**src/rtl/sat_pkg.sv**
```systemverilog
// shared types, constants and microcode program of the summed-area table engine
package sat_pkg;

  localparam int IDX_W     = 7;
  localparam int VAL_W     = 32;
  localparam int SUM_W     = 64;
  localparam int MODE_W    = 2;
  localparam int CFG_IDX_W = 1;
  localparam int CFG_W     = 7;
  localparam int IN_DATA_W  = 64;
  localparam int OUT_DATA_W = 64;
  localparam int IN_USER_W  = 2;
  localparam int OUT_USER_W = 1;

  localparam int DEF_MAX_ROWS = 64;
  localparam int DEF_MAX_COLS = 64;

  // in_tdata layout
  localparam int ROW_LSB     = 0;
  localparam int COL_LSB     = ROW_LSB + IDX_W;
  localparam int ROW_END_LSB = COL_LSB + IDX_W;
  localparam int COL_END_LSB = ROW_END_LSB + IDX_W;
  localparam int VALUE_LSB   = COL_END_LSB + IDX_W;

  localparam logic [CFG_IDX_W-1:0] CFG_ROWS = 1'b0;
  localparam logic [CFG_IDX_W-1:0] CFG_COLS = 1'b1;

  localparam logic [CFG_W-1:0] ROWS_RESET = 7'd64;
  localparam logic [CFG_W-1:0] COLS_RESET = 7'd64;

  typedef logic [IDX_W-1:0] idx_t;

  typedef enum logic [MODE_W-1:0] {
    MODE_ADD   = 2'd0,
    MODE_BUILD = 2'd1,
    MODE_RECT  = 2'd2,
    MODE_POINT = 2'd3
  } mode_t;

  typedef logic [3:0] pc_t;

  localparam pc_t PC_IDLE    = 4'd0;
  localparam pc_t PC_ADD_RD  = 4'd1;
  localparam pc_t PC_ADD_WR  = 4'd2;
  localparam pc_t PC_PT_RD   = 4'd3;
  localparam pc_t PC_PT_OUT  = 4'd4;
  localparam pc_t PC_RQ_A    = 4'd5;
  localparam pc_t PC_RQ_B    = 4'd6;
  localparam pc_t PC_RQ_C    = 4'd7;
  localparam pc_t PC_RQ_D    = 4'd8;
  localparam pc_t PC_RQ_OUT  = 4'd9;
  localparam pc_t PC_BL_INIT = 4'd10;
  localparam pc_t PC_BL_CUR  = 4'd11;
  localparam pc_t PC_BL_UP   = 4'd12;
  localparam pc_t PC_BL_WR   = 4'd13;
  localparam pc_t PC_DONE    = 4'd14;

  typedef enum logic [2:0] {
    AS_R1C1 = 3'd0,  // (row, col)
    AS_R2C2 = 3'd1,  // (row_end, col_end)
    AS_R0C2 = 3'd2,  // (row-1, col_end)
    AS_R2C0 = 3'd3,  // (row_end, col-1)
    AS_R0C0 = 3'd4,  // (row-1, col-1)
    AS_IJ   = 3'd5,  // build cursor
    AS_UP   = 3'd6   // entry above build cursor
  } addr_sel_t;

  typedef enum logic [2:0] {
    ACC_HOLD = 3'd0,
    ACC_LOAD = 3'd1,
    ACC_ADD  = 3'd2,
    ACC_SUB  = 3'd3,
    ACC_LMD  = 3'd4   // left minus diagonal
  } acc_op_t;

  typedef enum logic [1:0] {
    WR_NONE  = 2'd0,
    WR_ADD   = 2'd1,
    WR_BUILD = 2'd2
  } wr_op_t;

  typedef enum logic [1:0] {
    CNT_HOLD = 2'd0,
    CNT_INIT = 2'd1,
    CNT_STEP = 2'd2
  } cnt_op_t;

  typedef enum logic [1:0] {
    CND_NEVER  = 2'd0,
    CND_ALWAYS = 2'd1,
    CND_EMPTY  = 2'd2,
    CND_MORE   = 2'd3
  } cond_t;

  typedef enum logic [1:0] {
    EMIT_NONE = 2'd0,
    EMIT_ACC  = 2'd1,
    EMIT_ZERO = 2'd2
  } emit_t;

  typedef struct packed {
    addr_sel_t addr_sel;
    logic      rd_en;
    acc_op_t   acc_op;
    wr_op_t    wr_op;
    cnt_op_t   cnt_op;
    cond_t     cond;
    pc_t       target;
    emit_t     emit;
  } ucode_t;

  typedef struct packed {
    mode_t mode;
    logic  err;
    logic  empty;
    logic  more;
    logic  stall;
    logic  clr_busy;
  } dp_stat_t;

  // control store
  function automatic ucode_t ucode(input pc_t pc);
    ucode_t w;
    w.addr_sel = AS_R1C1;
    w.rd_en    = 1'b0;
    w.acc_op   = ACC_HOLD;
    w.wr_op    = WR_NONE;
    w.cnt_op   = CNT_HOLD;
    w.cond     = CND_NEVER;
    w.target   = PC_IDLE;
    w.emit     = EMIT_NONE;
    case (pc)
      PC_ADD_RD: begin
        w.rd_en = 1'b1;
      end
      PC_ADD_WR: begin
        w.wr_op = WR_ADD;
        w.emit  = EMIT_ZERO;
        w.cond  = CND_ALWAYS;
      end
      PC_PT_RD: begin
        w.rd_en = 1'b1;
      end
      PC_PT_OUT: begin
        w.acc_op = ACC_LOAD;
        w.emit   = EMIT_ACC;
        w.cond   = CND_ALWAYS;
      end
      PC_RQ_A: begin
        w.addr_sel = AS_R2C2;
        w.rd_en    = 1'b1;
      end
      PC_RQ_B: begin
        w.addr_sel = AS_R0C2;
        w.rd_en    = 1'b1;
        w.acc_op   = ACC_LOAD;
      end
      PC_RQ_C: begin
        w.addr_sel = AS_R2C0;
        w.rd_en    = 1'b1;
        w.acc_op   = ACC_SUB;
      end
      PC_RQ_D: begin
        w.addr_sel = AS_R0C0;
        w.rd_en    = 1'b1;
        w.acc_op   = ACC_SUB;
      end
      PC_RQ_OUT: begin
        w.acc_op = ACC_ADD;
        w.emit   = EMIT_ACC;
        w.cond   = CND_ALWAYS;
      end
      PC_BL_INIT: begin
        w.cnt_op = CNT_INIT;
        w.cond   = CND_EMPTY;
        w.target = PC_DONE;
      end
      PC_BL_CUR: begin
        w.addr_sel = AS_IJ;
        w.rd_en    = 1'b1;
        w.acc_op   = ACC_LMD;
      end
      PC_BL_UP: begin
        w.addr_sel = AS_UP;
        w.rd_en    = 1'b1;
        w.acc_op   = ACC_ADD;
      end
      PC_BL_WR: begin
        w.addr_sel = AS_IJ;
        w.wr_op    = WR_BUILD;
        w.cnt_op   = CNT_STEP;
        w.cond     = CND_MORE;
        w.target   = PC_BL_CUR;
      end
      PC_DONE: begin
        w.emit = EMIT_ZERO;
        w.cond = CND_ALWAYS;
      end
      default: begin
        w.cond = CND_NEVER;
      end
    endcase
    return w;
  endfunction

endpackage

```
**src/rtl/sat_seq.sv**
```systemverilog
// microcode sequencer: step counter, control store lookup and jumps
module sat_seq (
  input  logic              clk,
  input  logic              rst_n,
  input  logic              in_tvalid,
  output logic              in_tready,
  input  sat_pkg::dp_stat_t stat,
  output sat_pkg::ucode_t   ctl,
  output logic              accept
);
  import sat_pkg::*;

  pc_t  pc_r, pc_nxt;
  pc_t  entry;
  logic taken;

  assign ctl       = ucode(pc_r);
  assign in_tready = (pc_r == PC_IDLE) && !stat.clr_busy;
  assign accept    = in_tvalid && in_tready;

  always_comb begin
    case (stat.mode)
      MODE_ADD:   entry = PC_ADD_RD;
      MODE_BUILD: entry = PC_BL_INIT;
      MODE_RECT:  entry = PC_RQ_A;
      MODE_POINT: entry = PC_PT_RD;
      default:    entry = PC_DONE;
    endcase
  end

  always_comb begin
    case (ctl.cond)
      CND_ALWAYS: taken = 1'b1;
      CND_EMPTY:  taken = stat.empty;
      CND_MORE:   taken = stat.more;
      default:    taken = 1'b0;
    endcase
  end

  always_comb begin
    if (accept) begin
      pc_nxt = stat.err ? PC_DONE : entry;
    end else if (pc_r == PC_IDLE || stat.stall) begin
      pc_nxt = pc_r;
    end else if (taken) begin
      pc_nxt = ctl.target;
    end else begin
      pc_nxt = pc_r + 4'd1;
    end
  end

  always_ff @(posedge clk) begin
    if (!rst_n) begin
      pc_r <= PC_IDLE;
    end else begin
      pc_r <= pc_nxt;
    end
  end

`ifndef ASSERT_OFF
  a_pc_range: assert property (@(posedge clk) disable iff (!rst_n)
    pc_r <= PC_DONE)
    else $error("step counter outside program");

  a_leave_idle: assert property (@(posedge clk) disable iff (!rst_n)
    accept |=> pc_r != PC_IDLE)
    else $error("accepted transaction did not start a program");

  a_stall_hold: assert property (@(posedge clk) disable iff (!rst_n)
    (stat.stall && !accept) |=> pc_r == $past(pc_r))
    else $error("step advanced while output stalled");
`endif

endmodule

```
**config.mk**
```make
export PLATFORM = sky130hd
export DESIGN_NAME = sat_seq
export DESIGN_NICKNAME = d
export VERILOG_FILES = /design/src/rtl/sat_pkg.sv /design/src/rtl/sat_seq.sv
export SDC_FILE = /design/constraint.sdc
export NUM_CORES = 1
export LEC_CHECK = 0
export BUFFER_PORTS_ARGS = -buffer_cell sky130_fd_sc_hd__buf_2
export CAP_MARGIN = 20
export CORE_MARGIN = 3
export CORE_UTILIZATION = 40
export CTS_CLUSTER_SIZE = 14
export DETAILED_ROUTE_END_ITERATION = 8
export GPL_TIMING_DRIVEN = 0
export PLACE_DENSITY_LB_ADDON = 0.1
export SLEW_MARGIN = 0
export SYNTH_ARGS = -nofsm -noshare
export SYNTH_HDL_FRONTEND = slang
export SYNTH_SLANG_ARGS = --single-unit
```
**constraint.sdc**
```tcl
create_clock -name clk -period 2.06 [get_ports clk]
set_input_delay 0 -clock clk [delete_from_list [all_inputs] [get_ports clk]]
set_output_delay 0 -clock clk [all_outputs]
set_load 0.02 [all_outputs]
```
-- After elaboration in Yosys (flattened, before gate mapping)
Index checks and enable logic that the tools add are counted.
- reduce and logical (&&, ||, !) cells: 14
- eq/ne operators: 21
- muxes and demuxes: 14
- add/subtract/negate cells: 1
- operator list (cell ; number):
    $eq A4 B4 Y1 const B ; 7
    $pmux W3 S6 ; 1
    $eq A4 B3 Y1 const B ; 4
    $mux W4 ; 4
    $pmux W4 S4 ; 1
    $pmux W2 S2 ; 3
    $pmux W3 S4 ; 1
    $reduce_or A2 Y1 ; 6
    $eq A2 B2 Y1 const B ; 4
    $eq A4 B2 Y1 const B ; 2
    $pmux W4 S2 ; 1
    $reduce_or A8 Y1 ; 1
    $pmux W2 S3 ; 1
    $add A4 B1 Y4 const B ; 1
    $eq A2 B1 Y1 const B ; 2
    $eq A4 B1 Y1 const B ; 1
    $logic_not A4 Y1 ; 1
    $reduce_or A4 Y1 ; 1
    $pmux W1 S3 ; 1
    $logic_and A1 B1 Y1 ; 2
    $logic_not A2 Y1 ; 1
    $ne A2 B2 Y1 const B ; 1
    $logic_not A1 Y1 ; 1
    $logic_or A1 B1 Y1 ; 1
    $mux W1 ; 1
- word-level logic and storage cells: 51
- register bits: 4

-- Logic depth before layout (Yosys ltp)
- word-level depth: 8
- depth in mapped cells: 9
- gate-level depth less buffers: 7

-- Worst setup path before layout
Ideal clock, no wire load.
- kind: register -> register
- start point: register pc_r[0]
- end point: register pc_r[1]
- slack: 0.107 ns
- data required time: 1.938 ns
- library setup time: 0.122 ns
- stages on the path, launching flop included: 9
- clock period less this slack: 1.953 ns
- data arrival time: 1.831 ns
- cells stage by stage: dfxtp_1 inv_1 ha_1 buf_2 nand2b_1 o221ai_1 nand2_1 nor4bb_1 o311a_1
- RTL lines (item ; line ; RTL):
    start: declaration ; sat_seq.sv:13 ; pc_t pc_r, pc_nxt;
    start signal: assignment ; sat_seq.sv:56 ; pc_r <= pc_nxt;

-- Worst setup path after layout
- start point: register pc_r[0]
- end point: register pc_r[1]
- word-level cells in the longest chain between the ends: 8
- elaborated cells on any way between the ends: 22
- classes of those cells: 1 x add/sub; 10 x eq/ne; 6 x mux; 5 x reduce/logical
- RTL lines (item ; line ; RTL):
    $eq A4 B2 Y1 (tied with other cells) ; sat_pkg.sv:132 ; case (pc)
    $reduce_or A4 Y1 (no source line) ; -- ;
    $pmux W2 S3 ; sat_pkg.sv:132 ;
    $eq A2 B2 Y1 or $eq A2 B1 Y1 (tied branches) ; sat_seq.sv:32 ; case (ctl.cond)
    $pmux W1 S3 ; sat_seq.sv:32 ;
    $mux W4 ; sat_seq.sv:45 ; end else if (taken) begin
    $mux W4 ; sat_seq.sv:43 ; end else if (pc_r == PC_IDLE || stat.stall) begin
    $mux W4 ; sat_seq.sv:41 ; if (accept) begin
Parallel ways exist; a longest one is shown, timed or not. The select of a mux whose other input is x is not followed.
A chain may end at the register's enable or synchronous reset.

==> flow_metrics.py <==
metrics = {
    "sta": {
        "min_period_ns": 2.00,
        "slew-limit-headroom": 0.656,
        "maxSlewViolCount": 0,
        "fmax_mhz": 499,
        "whs_ns": 0.0196,
        "min_period_over_period": 0.972,
        "finalHoldViolations": 0,
        "tightest_slew_ns": 0.516,
        "fin_skew_ns": 0.000148,
        "finalSetupViolCount": 0,
    },
    "detailed_routing": {
        "drt_pass1_iterations": 4,
        "routedWlPerCell_um": 12.8,
        "dr.first_iter.drc_count": 12,
        "drc": 0,
        "antenna_left": 0,
        "drt_wl_total_mm": 1.87,
        "vias": 791,
        "routed_via_density": 5.42,
    },
    "die": {
        "die_w_um": 46.9,
        "design.core.area_mm2": 0.00154,
        "dieArea_mm2": 0.00220,
        "fp-row-count": 14,
        "fp.dieH_um": 46.9,
        "start_util": 0.434,
        "boundaryPins": 31,
    },
    "synth": {
        "yosysSeqAreaShare": 0.120,
        "synthesis.area_um2": 669,
        "syn_nets": 111,
        "synth.top_cell.area_share": 0.120,
        "yosysTopAreaCell": "dfxtp_1",
        "synth-edff-count": 0,
        "synthDistinctLibCells": 37,
        "synth_top_family_by_area": "compound AO/OA/AOI/OAI gates",
        "ys.flop_type": "dfxtp_1",
        "ys_async_sr_fraction": 0,
        "yosys_register_bits": 4,
        "synth.area.top_cells": "dfxtp_1, a21oi_1, ha_1",
        "synth_mux_area_frac": 0.0150,
        "synth-simple-area-share": 0.301,
        "synth_fa_ha_area_frac": 0.0748,
        "synth-compound-area-share": 0.303,
        "yosys.area_share.xor_xnor": 0.0393,
        "ys_warn_count": 0,
        "netlist_instances": 97,
        "avgSynthCellArea_um2": 6.90,
    },
    "critical_path": {
        "worstSetupEndpointType": "flip-flop",
        "slowest_stage": "dfxtp_2",
        "critPathArrivalTime_ns": 2.18,
        "cp.required_ns": 2.23,
        "slowest_delay_ns": 0.37,
        "crit_fanout": 10,
        "cp_cell_sequence": "inv_1 -> ha_1 -> clkbuf_4 -> nor3_1 -> nor4_2 -> and2b_1 -> nor4bb_2 -> o311a_1",
        "path_class": "reg -> reg",
        "worstSetupStartpointType": "flip-flop",
    },
    "layout": {
        "stdcell_area_um2": 893,
        "top_regs": "pc_r x4",
        "drive_gt1_frac": 0.431,
        "nFillCells": 167,
        "final_cell_mix": "buf_2, nor2_1, nand2_1, a21oi_1, o21ai_0",
        "largest_register_ffs": 4,
        "syn_to_final_growth_pct": 33.5,
        "antennaDiodeCount": 0,
        "post-route-util": 0.580,
        "seq_area_um2": 81.3,
        "multi_input_area_um2": 518,
        "fin_nets": 146,
        "final_common_cell": "buf_2",
        "top_register": "pc_r",
    },
    "pwr": {
        "p_per_area_mw_per_mm2": 1540,
        "vdd_drop_max_mv": 0.831,
        "swShare": 0.555,
        "power_switching_mw": 0.766,
        "p_seq_frac": 0.110,
        "combPwrFrac": 0.822,
        "power.internal_mw": 0.614,
        "total_power_mw": 1.38,
        "power.leakage_nw": 0.439,
        "clkPwrFrac": 0.067,
    },
    "global_route": {
        "antenna_found_initial": 0,
        "grt_pass1_vias": 692,
        "grt_max_degree": 11,
        "grt-ovfl-total": 0,
        "grt_usage": 0.182,
        "grt_first_pass_wirelength_mm": 2.86,
    },
    "cts": {
        "clkTransAtPathRegs_ns": 0.03,
        "clock-sinks": 4,
        "cts_tree": "built",
        "clockBufferDepth": 2,
        "post_cts_buffers": 0,
        "cts-htree-levels": 1,
        "cts-root-buf": "clkbuf_4",
        "cts_buffers": 3,
        "worstSkewPairLatency_ns": 0.23,
    },
    "flow_run": {
        "drv_cap": 0,
    },
    "placement": {
        "place_congestion": 0.817,
        "dpl.hpwl_mm": 1.42,
        "portBuffers": 30,
        "placed_area_um2": 840,
    },
    "worst_hold_path": {
        "hold_class": "in -> reg",
    },
    "run_status": {
        "status": "completed",
    },
}
[layout make-up]
cell class	instances	area share
inverter	6	0.0252
timing repair buffer	30	0.168
clock buffer	3	0.0252
buffer	11	0.0882
multi-input combinational	76	0.580
tap	16	0.0224
sequential	4	0.0910
[worst max-delay path: cells and delay by family, from the launching register on]
| kind | cells | cell delay (ns) |
|---|---|---|
| and+or+nand+nor | 4 | 0.92 |
| DFF | 1 | 0.37 |
| buffers and inverters | 2 | 0.26 |
| adders and majority gates | 1 | 0.19 |
| AOI/OAI and AO/OA | 1 | 0.20 |
[power groups by stage]
stage	clock network, mW	registers, mW	logic (mW)
floorplan	0	0.142	0.807
global placement	0	0.148	1.05
detailed placement	0	0.151	1.06
CTS	0.0990	0.149	1.07
global route	0.100	0.158	1.25
finish	0.0931	0.152	1.13
[logic make-up (layout without fill, tap and decap cells)]
group | after synthesis | in the layout
xor+xnor | 3 | 3
simple gates | 37 | 37
mux | 1 | 1
fa+ha+maj | 4 | 4
flops | 4 | 4
compound gates | 31 | 31
buf+inv | 17 | 50
[synthesized netlist by cell type (2+ instances only)]
| cell type | number |
|---|---|
| nand3_1 | 2 |
| nor3b_1 | 2 |
| xor2_1 | 2 |
| o221ai_1 | 2 |
| dfxtp_1 | 4 |
| nor2_1 | 13 |
| inv_1 | 5 |
| buf_2 | 4 |
| nand2_1 | 10 |
| nor4b_2 | 2 |
| buf_4 | 4 |
| buf_6 | 2 |
| ha_1 | 4 |
| a21oi_1 | 10 |
| o21ai_0 | 8 |
| o311ai_0 | 2 |
[worst paths after layout]
| path | end | startpoint | depth (start not counted) | slack, ns |
|---|---|---|---|---|
| min reg2reg | pc_r[0]$_SDFFE_PN0P_ | pc_r[0]$_SDFFE_PN0P_ | 3 | 0.69 |
| min | pc_r[2]$_SDFFE_PN0P_ | rst_n | 3 | 0.02 |
| max | pc_r[1]$_SDFFE_PN0P_ | pc_r[0]$_SDFFE_PN0P_ | 8 | 0.06 |
| max reg2reg | pc_r[1]$_SDFFE_PN0P_ | pc_r[0]$_SDFFE_PN0P_ | 8 | 0.06 |
[stage by stage]
stage | worst slack [ns] | instances | setup TNS (ns)
after detailed placement | -0.0323 | 143 | -0.0323
final | 0.0574 | 146 | 0
after global placement | 0.0250 | 143 | 0
after global routing | -0.0182 | 146 | -0.0182
after floorplan | 0.107 | 97 | 0
after CTS | 0.0247 | 146 | 0
[layer usage]
metal  part of all wire  GRT usage
met5                  0          0
met4             0.0054      0.133
met3              0.060     0.0115
met2               0.49      0.306
met1               0.44      0.215
[timing repair]
item                       4_1_cts  5_1_grt
gates resized for setup          1        7
pin swaps                        0        1
hold buffers                     0        0
setup endpoints to repair        1        1
(Power assumes the default switching activity.)
